### src/nsf_pkg.sv
// ---------------------------------------------------------------------------
// nsf_pkg: shared definitions for the NMEA sentence framer
// Buffer depth, character codes, parser phases and the result item type.
// ---------------------------------------------------------------------------
package nsf_pkg;

  localparam int LINE_DEPTH = 128;
  localparam int IDX_W      = $clog2(LINE_DEPTH);
  localparam int OUT_IDX_W  = 7;

  localparam logic [7:0] CH_DOLLAR = 8'h24;
  localparam logic [7:0] CH_STAR   = 8'h2A;
  localparam logic [7:0] CH_CR     = 8'h0D;
  localparam logic [7:0] CH_LF     = 8'h0A;

  // body bytes stop at depth-4, checksum bytes at depth-1
  localparam logic [IDX_W-1:0] BODY_LIMIT = IDX_W'(LINE_DEPTH - 4);
  localparam logic [IDX_W-1:0] CSUM_LIMIT = IDX_W'(LINE_DEPTH - 1);

  typedef enum logic [3:0] {
    PH_IDLE = 4'b0001,
    PH_BODY = 4'b0010,
    PH_CSUM = 4'b0100,
    PH_DONE = 4'b1000
  } phase_t;

  typedef struct packed {
    logic                 store_valid;
    logic [OUT_IDX_W-1:0] store_index;
    logic [7:0]           store_char;
    logic                 line_done;
    logic [OUT_IDX_W-1:0] line_length;
    logic [7:0]           xor_sum;
    logic                 star_seen;
    logic                 frame_dropped;
  } result_t;

  // Fit a buffer index to the 7-bit result fields
  function automatic logic [OUT_IDX_W-1:0] to_out_idx(input logic [IDX_W-1:0] v);
    logic [IDX_W+OUT_IDX_W-1:0] wide;
    wide = {{OUT_IDX_W{1'b0}}, v};
    return wide[OUT_IDX_W-1:0];
  endfunction

endpackage

### src/nsf_if.sv
// ---------------------------------------------------------------------------
// nsf_if: channel interfaces for the NMEA sentence framer
// Received byte channel and result item channel, valid/ready handshake.
// ---------------------------------------------------------------------------
interface nsf_in_if;
  logic       valid;
  logic       ready;
  logic [7:0] rx_byte;

  modport source (output valid, output rx_byte, input ready);
  modport sink   (input valid, input rx_byte, output ready);
endinterface

interface nsf_out_if;
  logic       valid;
  logic       ready;
  logic       store_valid;
  logic [6:0] store_index;
  logic [7:0] store_char;
  logic       line_done;
  logic [6:0] line_length;
  logic [7:0] xor_sum;
  logic       star_seen;
  logic       frame_dropped;

  modport source (
    output valid, output store_valid, output store_index, output store_char,
    output line_done, output line_length, output xor_sum, output star_seen,
    output frame_dropped, input ready
  );
  modport sink (
    input valid, input store_valid, input store_index, input store_char,
    input line_done, input line_length, input xor_sum, input star_seen,
    input frame_dropped, output ready
  );
endinterface

### src/nmea_sentence_framer_core.sv
// ---------------------------------------------------------------------------
// nmea_sentence_framer_core: byte-serial NMEA sentence framer
// Path: an accepted byte is held in the input register, then the parser
//   update for it is loaded into the result register and presented; an
//   output stall holds the byte in the input register.
// Throughput: one byte per cycle, bounded only by the sink's ready.
// Reset: synchronous, active low; parser idle, index, XOR and star cleared,
//   both registers emptied.
// ---------------------------------------------------------------------------
module nmea_sentence_framer_core
  import nsf_pkg::*;
(
  input  logic       clk,
  input  logic       rst_n,
  nsf_in_if.sink     in_ch,
  nsf_out_if.source  out_ch
);

  // Two-register pipe: byte register -> parser -> result register.
  // The parser state advances only when its result is loaded, so a stall on
  // the output side freezes the sentence state as well.

  logic       byte_valid;
  logic [7:0] byte_data;
  logic       can_load;
  logic       step;
  result_t    res;

  assign step = byte_valid && can_load;

  nsf_in_stage u_in (
    .clk        (clk),
    .rst_n      (rst_n),
    .in_ch      (in_ch),
    .take       (step),
    .byte_valid (byte_valid),
    .byte_data  (byte_data)
  );

  // Phase, write index, running XOR of body characters and star flag live here.
  nsf_parser u_parser (
    .clk     (clk),
    .rst_n   (rst_n),
    .step    (step),
    .rx_byte (byte_data),
    .res     (res)
  );

  nsf_out_stage u_out (
    .clk      (clk),
    .rst_n    (rst_n),
    .load_req (byte_valid),
    .res      (res),
    .can_load (can_load),
    .out_ch   (out_ch)
  );

  // ---- checks ----

  // a byte is either stored, ends a line, drops a frame, or nothing
  a_excl_result: assert property (@(posedge clk) disable iff (!rst_n)
    out_ch.valid |-> $countones({out_ch.store_valid, out_ch.line_done,
                                 out_ch.frame_dropped}) <= 1)
    else $error("result item carries more than one event");

  // position 0 only ever holds the sentence start
  a_start_char: assert property (@(posedge clk) disable iff (!rst_n)
    (out_ch.valid && out_ch.store_valid && out_ch.store_index == '0)
      |-> out_ch.store_char == CH_DOLLAR)
    else $error("buffer position 0 written with a non-start character");

  // a finished line holds at least the start character
  a_len_nonzero: assert property (@(posedge clk) disable iff (!rst_n)
    (out_ch.valid && out_ch.line_done) |-> out_ch.line_length != '0)
    else $error("completed line reports zero length");

  // the pipe never throttles the input while the sink is taking items
  a_flow: assert property (@(posedge clk) disable iff (!rst_n)
    out_ch.ready |-> in_ch.ready)
    else $error("input stalled while output side is ready");

endmodule

### src/nsf_in_stage.sv
// ---------------------------------------------------------------------------
// nsf_in_stage: input register
// Holds one received byte until the parser takes it.
// ---------------------------------------------------------------------------
module nsf_in_stage
  import nsf_pkg::*;
(
  input  logic       clk,
  input  logic       rst_n,
  nsf_in_if.sink     in_ch,
  input  logic       take,
  output logic       byte_valid,
  output logic [7:0] byte_data
);

  logic       valid_r;
  logic       valid_nxt;
  logic [7:0] data_r;

  assign in_ch.ready = !valid_r || take;

  always_comb begin
    valid_nxt = valid_r;
    if (in_ch.ready) begin
      valid_nxt = in_ch.valid;
    end
  end

  always_ff @(posedge clk) begin
    if (!rst_n) begin
      valid_r <= 1'b0;
    end else begin
      valid_r <= valid_nxt;
    end
  end

  always_ff @(posedge clk) begin
    if (in_ch.valid && in_ch.ready) begin
      data_r <= in_ch.rx_byte;
    end
  end

  assign byte_valid = valid_r;
  assign byte_data  = data_r;

endmodule

### src/nsf_parser.sv
// ---------------------------------------------------------------------------
// nsf_parser: sentence state and per-byte update
// Phase, write index, running XOR and star flag; forms one result per byte.
// ---------------------------------------------------------------------------
module nsf_parser
  import nsf_pkg::*;
(
  input  logic       clk,
  input  logic       rst_n,
  input  logic       step,
  input  logic [7:0] rx_byte,
  output result_t    res
);

  phase_t             phase_r,  phase_nxt;
  logic [IDX_W-1:0]   widx_r,   widx_nxt;
  logic [7:0]         xor_r,    xor_nxt;
  logic               star_r,   star_nxt;
  logic               eol;

  assign eol = (rx_byte == CH_CR) || (rx_byte == CH_LF);

  always_comb begin
    phase_nxt = phase_r;
    widx_nxt  = widx_r;
    xor_nxt   = xor_r;
    star_nxt  = star_r;
    res       = '0;

    unique case (phase_r)
      PH_IDLE, PH_DONE: begin
        // after a finished line the parser restarts from idle
        phase_nxt = PH_IDLE;
        widx_nxt  = '0;
        xor_nxt   = '0;
        star_nxt  = 1'b0;
        if (rx_byte == CH_DOLLAR) begin
          phase_nxt       = PH_BODY;
          widx_nxt        = IDX_W'(1);
          res.store_valid = 1'b1;
          res.store_index = '0;
          res.store_char  = rx_byte;
        end
      end
      PH_BODY: begin
        if (rx_byte == CH_STAR) begin
          star_nxt        = 1'b1;
          phase_nxt       = PH_CSUM;
          res.store_valid = 1'b1;
          res.store_index = to_out_idx(widx_r);
          res.store_char  = rx_byte;
          widx_nxt        = widx_r + IDX_W'(1);
        end else if (eol) begin
          phase_nxt       = PH_DONE;
          res.line_done   = 1'b1;
          res.line_length = to_out_idx(widx_r);
          res.xor_sum     = xor_r;
          res.star_seen   = star_r;
        end else if (widx_r < BODY_LIMIT) begin
          xor_nxt         = xor_r ^ rx_byte;
          res.store_valid = 1'b1;
          res.store_index = to_out_idx(widx_r);
          res.store_char  = rx_byte;
          widx_nxt        = widx_r + IDX_W'(1);
        end else begin
          // body overflow: frame discarded
          phase_nxt         = PH_IDLE;
          res.frame_dropped = 1'b1;
        end
      end
      PH_CSUM: begin
        if (eol) begin
          phase_nxt       = PH_DONE;
          res.line_done   = 1'b1;
          res.line_length = to_out_idx(widx_r);
          res.xor_sum     = xor_r;
          res.star_seen   = star_r;
        end else if (widx_r < CSUM_LIMIT) begin
          res.store_valid = 1'b1;
          res.store_index = to_out_idx(widx_r);
          res.store_char  = rx_byte;
          widx_nxt        = widx_r + IDX_W'(1);
        end
      end
      default: begin
        phase_nxt = PH_IDLE;
      end
    endcase
  end

  always_ff @(posedge clk) begin
    if (!rst_n) begin
      phase_r <= PH_IDLE;
      widx_r  <= '0;
      xor_r   <= '0;
      star_r  <= 1'b0;
    end else if (step) begin
      phase_r <= phase_nxt;
      widx_r  <= widx_nxt;
      xor_r   <= xor_nxt;
      star_r  <= star_nxt;
    end
  end

endmodule

### src/nsf_out_stage.sv
// ---------------------------------------------------------------------------
// nsf_out_stage: result register
// Holds one result item until the sink takes it.
// ---------------------------------------------------------------------------
module nsf_out_stage
  import nsf_pkg::*;
(
  input  logic     clk,
  input  logic     rst_n,
  input  logic     load_req,
  input  result_t  res,
  output logic     can_load,
  nsf_out_if.source out_ch
);

  logic    valid_r;
  logic    valid_nxt;
  result_t res_r;

  assign can_load = !valid_r || out_ch.ready;

  always_comb begin
    valid_nxt = valid_r;
    if (can_load) begin
      valid_nxt = load_req;
    end
  end

  always_ff @(posedge clk) begin
    if (!rst_n) begin
      valid_r <= 1'b0;
    end else begin
      valid_r <= valid_nxt;
    end
  end

  always_ff @(posedge clk) begin
    if (load_req && can_load) begin
      res_r <= res;
    end
  end

  assign out_ch.valid         = valid_r;
  assign out_ch.store_valid   = res_r.store_valid;
  assign out_ch.store_index   = res_r.store_index;
  assign out_ch.store_char    = res_r.store_char;
  assign out_ch.line_done     = res_r.line_done;
  assign out_ch.line_length   = res_r.line_length;
  assign out_ch.xor_sum       = res_r.xor_sum;
  assign out_ch.star_seen     = res_r.star_seen;
  assign out_ch.frame_dropped = res_r.frame_dropped;

endmodule
### src/flat_wrapper.sv
// flat-port wrapper written by rule: the top's interface ports become plain ports
module nmea_sentence_framer_core_flat import nsf_pkg::*;
  (clk, rst_n, in_ch_valid, in_ch_rx_byte, in_ch_ready, out_ch_valid, out_ch_store_valid, out_ch_store_index, out_ch_store_char, out_ch_line_done, out_ch_line_length, out_ch_xor_sum, out_ch_star_seen, out_ch_frame_dropped, out_ch_ready);
  nsf_in_if in_ch_i ();
  nsf_out_if out_ch_i ();
  input  logic clk;
  input  logic rst_n;
  input wire logic [$bits(in_ch_i.valid)-1:0] in_ch_valid;
  input wire logic [$bits(in_ch_i.rx_byte)-1:0] in_ch_rx_byte;
  output wire logic [$bits(in_ch_i.ready)-1:0] in_ch_ready;
  output wire logic [$bits(out_ch_i.valid)-1:0] out_ch_valid;
  output wire logic [$bits(out_ch_i.store_valid)-1:0] out_ch_store_valid;
  output wire logic [$bits(out_ch_i.store_index)-1:0] out_ch_store_index;
  output wire logic [$bits(out_ch_i.store_char)-1:0] out_ch_store_char;
  output wire logic [$bits(out_ch_i.line_done)-1:0] out_ch_line_done;
  output wire logic [$bits(out_ch_i.line_length)-1:0] out_ch_line_length;
  output wire logic [$bits(out_ch_i.xor_sum)-1:0] out_ch_xor_sum;
  output wire logic [$bits(out_ch_i.star_seen)-1:0] out_ch_star_seen;
  output wire logic [$bits(out_ch_i.frame_dropped)-1:0] out_ch_frame_dropped;
  input wire logic [$bits(out_ch_i.ready)-1:0] out_ch_ready;
  assign in_ch_i.valid = in_ch_valid;
  assign in_ch_i.rx_byte = in_ch_rx_byte;
  assign in_ch_ready = in_ch_i.ready;
  assign out_ch_valid = out_ch_i.valid;
  assign out_ch_store_valid = out_ch_i.store_valid;
  assign out_ch_store_index = out_ch_i.store_index;
  assign out_ch_store_char = out_ch_i.store_char;
  assign out_ch_line_done = out_ch_i.line_done;
  assign out_ch_line_length = out_ch_i.line_length;
  assign out_ch_xor_sum = out_ch_i.xor_sum;
  assign out_ch_star_seen = out_ch_i.star_seen;
  assign out_ch_frame_dropped = out_ch_i.frame_dropped;
  assign out_ch_i.ready = out_ch_ready;
  nmea_sentence_framer_core u_core (.clk(clk), .rst_n(rst_n), .in_ch(in_ch_i), .out_ch(out_ch_i));
endmodule
### config.mk
export PLATFORM = sky130hd
export DESIGN_NAME = nmea_sentence_framer_core_flat
export DESIGN_NICKNAME = d
export VERILOG_FILES = /design/src/nsf_pkg.sv /design/src/nsf_if.sv /design/src/nmea_sentence_framer_core.sv /design/src/nsf_in_stage.sv /design/src/nsf_parser.sv /design/src/nsf_out_stage.sv /design/src/flat_wrapper.sv
export SDC_FILE = /design/constraint.sdc
export NUM_CORES = 1
export LEC_CHECK = 0
export BUFFER_PORTS_ARGS = -buffer_cell sky130_fd_sc_hd__buf_2
export CAP_MARGIN = 5
export CORE_MARGIN = 2
export CORE_UTILIZATION = 45
export CTS_BUF_LIST = sky130_fd_sc_hd__clkbuf_4
export DETAILED_ROUTE_END_ITERATION = 8
export PLACE_DENSITY = 0.68
export SYNTH_ARGS = -nofsm -noshare
export SYNTH_HDL_FRONTEND = slang
export SYNTH_SLANG_ARGS = --single-unit
### constraint.sdc
create_clock -name clk -period 2 [get_ports clk]
set_input_delay 0.2 -clock clk [delete_from_list [all_inputs] [get_ports clk]]
set_output_delay 0.2 -clock clk [all_outputs]
set_load 0.01 [all_outputs]
**Word-level counts from Yosys, hierarchy flattened**

Cells that the tools add are included.

- Output and inout bits: 36
- Logic and storage cells: 84
- Bits of input ports: 12
- Register bits after elaboration: 64

- Equal/unequal tests: 18
- Reduce and logical (&&, ||, !) cells: 15
- Add/sub/neg operators: 1
- Muxes and demuxes: 31
- Bitwise gates (word level): 2
- Magnitude comparators: 2

Operators by type and width:

| operator | count |
|---|---|
| $mux 16 | 6 |
| $pmux 16 s3 | 1 |
| $mux 7 | 5 |
| $pmux 17 s2 | 1 |
| $mux 8 | 3 |
| $pmux 7 s3 | 1 |
| $mux 18 | 1 |
| $mux 17 | 1 |
| $eq 8x4->1 const B | 2 |
| $eq 8x6->1 const B | 2 |
| $mux 4 | 4 |
| $pmux 8 s2 | 1 |
| $lt 7x7->1 const B | 2 |
| $ne 2x2->1 const B | 7 |
| $pmux 4 s3 | 1 |
| $xor 8x8->8 | 1 |
| $add 7x1->7 const B | 1 |
| $ne 3x3->1 const B | 2 |
| $reduce_and 3->1 | 2 |
| $reduce_and 6->1 | 1 |
| $reduce_and 5->1 | 1 |
| $eq 4x1->1 const B | 1 |
| $eq 4x2->1 const B | 1 |
| $eq 4x3->1 const B | 1 |
| 13 further kinds | 20 |

**Longest topological paths before layout**

- Depth after elaboration: 5
- Depth in mapped cells: 7
- Gate-level depth less buffers: 6

**By module**

From an unflattened synthesis, not the netlist that was laid out.

- Cell total of the unflattened synthesis: 253
- Area, all modules: 2976.6 um^2

By module, submodules not included:

| module | sequential area each (um^2) | area an instance (um^2) | times used | cells an instance |
|---|---|---|---|---|
| nsf_parser | 400.4 | 1594.0 | 1 | 200 |
| nsf_out_stage | 1041.0 | 1078.5 | 1 | 39 |
| nsf_in_stage | 260.2 | 297.8 | 1 | 13 |
| nmea_sentence_framer_core | 0.0 | 6.3 | 1 | 1 |

**Worst setup path before layout**

OpenSTA, ideal clock, no wires.

- Path type: reg-to-reg
- Start point: register u_core.u_in.data_r[4], in the netlist u_core.u_in.byte_data[4]
- End point: register u_core.u_out.res_r (netlist bit u_core.u_out.out_ch.store_valid), data pin
- Arrival: 1.832 ns
- Data required time: 1.735 ns
- Cell stages (with the launch flop): 6
- Library setup time: 0.265 ns
- Slack: -0.097 ns
- Cells stage by stage: edfxtp_1 -> or4b_1 -> buf_6 -> a211oi_4 -> a21oi_2 -> or3_1

RTL lines:

| what | line | RTL |
|---|---|---|
| from (decl) | nsf_in_stage.sv:18 | `logic [7:0] data_r;` |
| from (signal assigned) | nsf_in_stage.sv:39 | `data_r <= in_ch.rx_byte;` |
| to (signal assigned) | nsf_out_stage.sv:39 | `res_r <= res;` |
| to (decl) | nsf_out_stage.sv:18 | `result_t res_r;` |

**Final worst setup path**

- Start point: register u_core.u_in.data_r[7], in the netlist u_core.u_in.byte_data[7]
- End point: register u_core.u_parser.phase_r[3]

- Longest elaborated chain between the ends: 5

Ends and longest elaborated chain:

| what | line | RTL |
|---|---|---|
| $eq 8x4->1 | nsf_parser.sv:21 | `assign eol = (rx_byte == CH_CR) \|\| (rx_byte == CH_LF);` |
| $logic_or 1x1->1 | nsf_parser.sv:21 |  |
| $mux 4 | nsf_parser.sv:53 | `end else if (eol) begin` |
| $mux 4 | nsf_parser.sv:46 | `if (rx_byte == CH_STAR) begin` |
| $pmux 4 s3 | nsf_parser.sv:30 | `unique case (phase_r)` |
| to (signal assigned) | nsf_parser.sv:98 | `phase_r <= phase_nxt;` |
| to (decl) | nsf_parser.sv:15 | `phase_t phase_r, phase_nxt;` |

Parallel ways exist; a longest one is shown, timed or not.
A chain may end at the register's enable or synchronous reset.

==> metrics.md <==
| Metric | Value |
|---|---|
| Largest net degree at the start of global routing | 36 |
| Last element of the critical path | u_core.u_parser.phase_r[3]$_SDFFE_PN0P_ |
| Post-Route Skew | 0.0138 ns |
| Gpl congestion | 0.884 |
| Starting Density | 46.1% |
| Post-DP HPWL | 4900 µm |
| Primary FF master, synth | edfxtp_1 |
| R2R Setup Slk | -0.02 ns |
| Routed vias/inst | 5.84 |
| Highest metal used | met4 |
| Proportion of layout cells with a drive suffix above 1 | 39.4% |
| Initial DRC count | between 200 and 250 |
| Peak VDD IR | 0.377 mV |
| Asr flop ratio synth | 0% |
| Endpoint arrival time on the critical path | 2.31 ns |
| Max-Cap Viols | 0 |
| Num CTS Buffers | 9 |
| Die W | between 80 and 90 µm |
| Initial antenna violation count | 0 |
| Final Slew Violations | 0 |
| Final setup viols | 7 |
| Number of synthesized flops with an enable pin | 42 |
| Unrepaired setup endpoints after global routing | yes |
| Fin nets | 376 |
| Later-pin clock latency in the skew report | 0.41 ns |
| Final WL | 7300 µm |
| Vias | 2618 |
| WL met3 | 420 µm |
| Crit Path Class | flip-flop to flip-flop |
| Setup TNS | -0.101 ns |
| RR Endpoint | u_core.u_parser.phase_r[3]$_SDFFE_PN0P_ |
| CTS tree | built |
| R2R Path Start | u_core.u_in.byte_data[7]$_DFFE_PP_ |
| Hold Vio Cnt, Final | 0 |
| Wirelength per Cell | 16.3 µm |
| Synthesized area per cell | 11.6 µm² |
| H-tree levels | 3 |
| Remaining global-route overflow | 0 |
| Startpoint types | flip-flop |
| Unique cell type count in the Yosys netlist | 60 |
| DP Area | roughly 0.0036 mm² |
| Gr usage total | 20.1% |
| Std-Cell Rows | 30 |
| Worst-Margin Slew | 0.535 ns |
| Final Cycle Share | 101% |
| Sequential fraction of the synthesis area | 55.0% |
| Violations in the final reports | setup timing |
| Std-Cell Core Area | 0.00672 mm² |
| CP Max Fanout | 7 |
| Fin cells | 448 |
| M1 WL | 3270 µm |
| Io pins | 48 |
| Die area | between 0.007 and 0.008 mm² |
| Routed Antenna Nets | 0 |
| HP Class | input pin to flip-flop |
| DRC viols | 0 |
| Number of global-route vias before repair | 2343 |
| WL met2 | approximately 3400 µm |
| Clk pin slew, worst setup/hold paths | 0.10 ns |
| Synth-to-Final Area Change | 31.9% |
| Syn nets | 280 |
| Tmin final | 2.02 ns |
| Design area | 0.00408 mm² |
| YS warnings | 0 |
| Cell area power density | 674 mW/mm² |
| Die boundary height | 86.9 µm |
| Leak | 1.50 nW |
| Placed cells | around 420 |
| Required @ worst endpoint | 2.30 ns |
| Cells on worst reg2reg path | 5 |
| I/O Buffers | 47 |
| Drt pass-1 iters | 5 |
| Clock Path Buffers | 2 |
| Max Freq | 495 MHz |
| Critical Path Sink Type | flip-flop |
| Synth Cell Area | between 0.003 and 0.004 mm² |
| Outcome | finished, violations left |
| Flops & latches, synth | 64 |
| Rel. slew slack | 64.2% |
| CTS sink count | 64 |
| Worst setup margin | -0.0193 ns |
| Crit. Startpoint | u_core.u_in.byte_data[7]$_DFFE_PP_ |
| Antenna cells | 0 |
| First-pass GRT wire length | 11600 µm |
| Clock Tree Root | clkbuf_4 |
| Mapped Cells | roughly 270 |
==> report_power, final <==
group | leakage, nW | internal, mW | total (mW) | switching, mW
clock | 0.0964 | 0.643 | 1.11 | 0.462
combinational | 0.821 | 0.0809 | 0.190 | 0.109
sequential | 0.578 | 1.44 | 1.46 | 0.0137
total | 1.50 | 2.17 | 2.75 | 0.585
==> cells by family (layout without fill, tap and decap cells) <==
kind of cell | count (synthesis) | in the layout | synth area share [%]
and+or+nand+nor | 119 | 119 | 24.3
buffers and inverters | 15 | 116 | 2.39
DFF | 64 | 64 | 55.0
adders and majority gates | 1 | 1 | 0.404
muxes | 4 | 4 | 1.33
AOI/OAI and AO/OA | 64 | 64 | 16.6
==> what timing repair did <==
| item | 4_1_cts | 5_1_grt |
|---|---|---|
| resized for setup | 9 | 23 |
| endpoints found under the hold margin | 9 | 0 |
| hold buffers | 9 | 0 |
| setup endpoints to repair | 9 | 47 |
| pin swaps | 7 | 10 |
| setup buffers | 6 | 2 |
==> metal layers <==
layer	up-vias	GRT usage (%)
li1	1223	-
met1	1272	27.3
met2	102	31.2
met3	21	3.79
met4	0	9.23
met5	-	0
==> Yosys cell counts (3+ instances only) <==
cell type / count / area share [%]
o21ai_0: 7 / 1.1
clkbuf_1: 6 / 0.73
a21oi_1: 13 / 2.1
or4b_2: 3 / 0.97
nand2_1: 18 / 2.2
o21a_1: 3 / 0.73
nand4b_1: 13 / 3.7
or3_1: 3 / 0.61
dfxtp_1: 22 / 14
nor3_1: 3 / 0.49
o211a_1: 3 / 0.97
inv_1: 3 / 0.36
nor2b_1: 9 / 1.8
edfxtp_1: 42 / 41
and2_1: 22 / 4.4
nor2_1: 12 / 1.5
o211ai_1: 15 / 3.6
nand3_1: 14 / 2.3
mux2i_1: 3 / 0.97
==> critical path: stages, from the launching register on <==
cell      delay, ns
edfxtp_1       0.41
or4b_4         0.64
a211oi_4       0.27
buf_4          0.19
o21ai_0        0.11
a311oi_1       0.28
==> final cells by class <==
cell class,count,area [µm²]
flip-flops and latches,64,1710
repair buffers,97,661
clock inverters,6,108
inverters,3,15.0
clock buffers,10,75.1
well taps,80,100
fillers,520,2640
multi-input cells,188,1420
==> cell usage in the layout (no fill, tap or decap), types with 4 or more instances in the layout <==
cell / n
buf_6: 4
dfxtp_1: 18
o211ai_1: 15
nor2b_1: 8
clkbuf_4: 10
a21oi_1: 10
dlygate4sd3_1: 9
nand3_1: 14
buf_2: 47
nand2_1: 17
and2_1: 22
nand4b_1: 13
edfxtp_1: 42
dfxtp_2: 4
o21ai_0: 6
nor2_1: 10
a21oi_2: 4
buf_4: 36
==> state kept, by name (all words and copies together) (netlist names) <==
name and count:
u_core.u_parser.widx_r 7, u_core.u_out.out_ch.store_char 8, u_core.u_parser.phase_r 4, u_core.u_out.out_ch.line_done 1, u_core.u_parser.star_r 1, u_core.u_out.out_ch.xor_sum 8
u_core.u_out.out_ch.line_length 7, u_core.u_out.out_ch.star_seen 1, u_core.u_out.out_ch.store_valid 1, u_core.u_out.out_ch.frame_dropped 1, u_core.u_out.out_ch.valid 1, u_core.u_in.byte_data 8
u_core.u_parser.xor_r 8, u_core.u_in.byte_valid 1, u_core.u_out.out_ch.store_index 7
==> stage by stage <==
| stage | utilization [%] | hold slack [ns] | power [mW] | worst slack, ns |
|---|---|---|---|---|
| after floorplan | - | 0.299 | 1.57 | -0.0479 |
| after global placement | 54.2 | 0.378 | 1.64 | 0.00317 |
| after detailed placement | 54.2 | 0.379 | 1.65 | -0.0464 |
| after CTS | 59.5 | 0.0718 | 2.76 | -0.0258 |
| after global routing | 60.8 | 0.113 | 2.84 | -0.116 |
| final | 60.8 | 0.0883 | 2.75 | -0.0193 |
==> how the worst min path moves through the flow <==
stage / cells past startpoint / from / end
after global placement: 1 / in_ch_rx_byte[0] / u_core.u_in.byte_data[0]$_DFFE_PP_
after global routing: 4 / out_ch_ready / u_core.u_out.out_ch.valid$_SDFFE_PN0P_
after CTS: 4 / out_ch_ready / u_core.u_out.out_ch.valid$_SDFFE_PN0P_
after detailed placement: 1 / in_ch_rx_byte[2] / u_core.u_in.byte_data[2]$_DFFE_PP_
final: 4 / out_ch_ready / u_core.u_out.out_ch.valid$_SDFFE_PN0P_
after floorplan: 0 / in_ch_rx_byte[0] / u_core.u_in.byte_data[0]$_DFFE_PP_
Note: power is estimated with default switching activity, not from simulation.
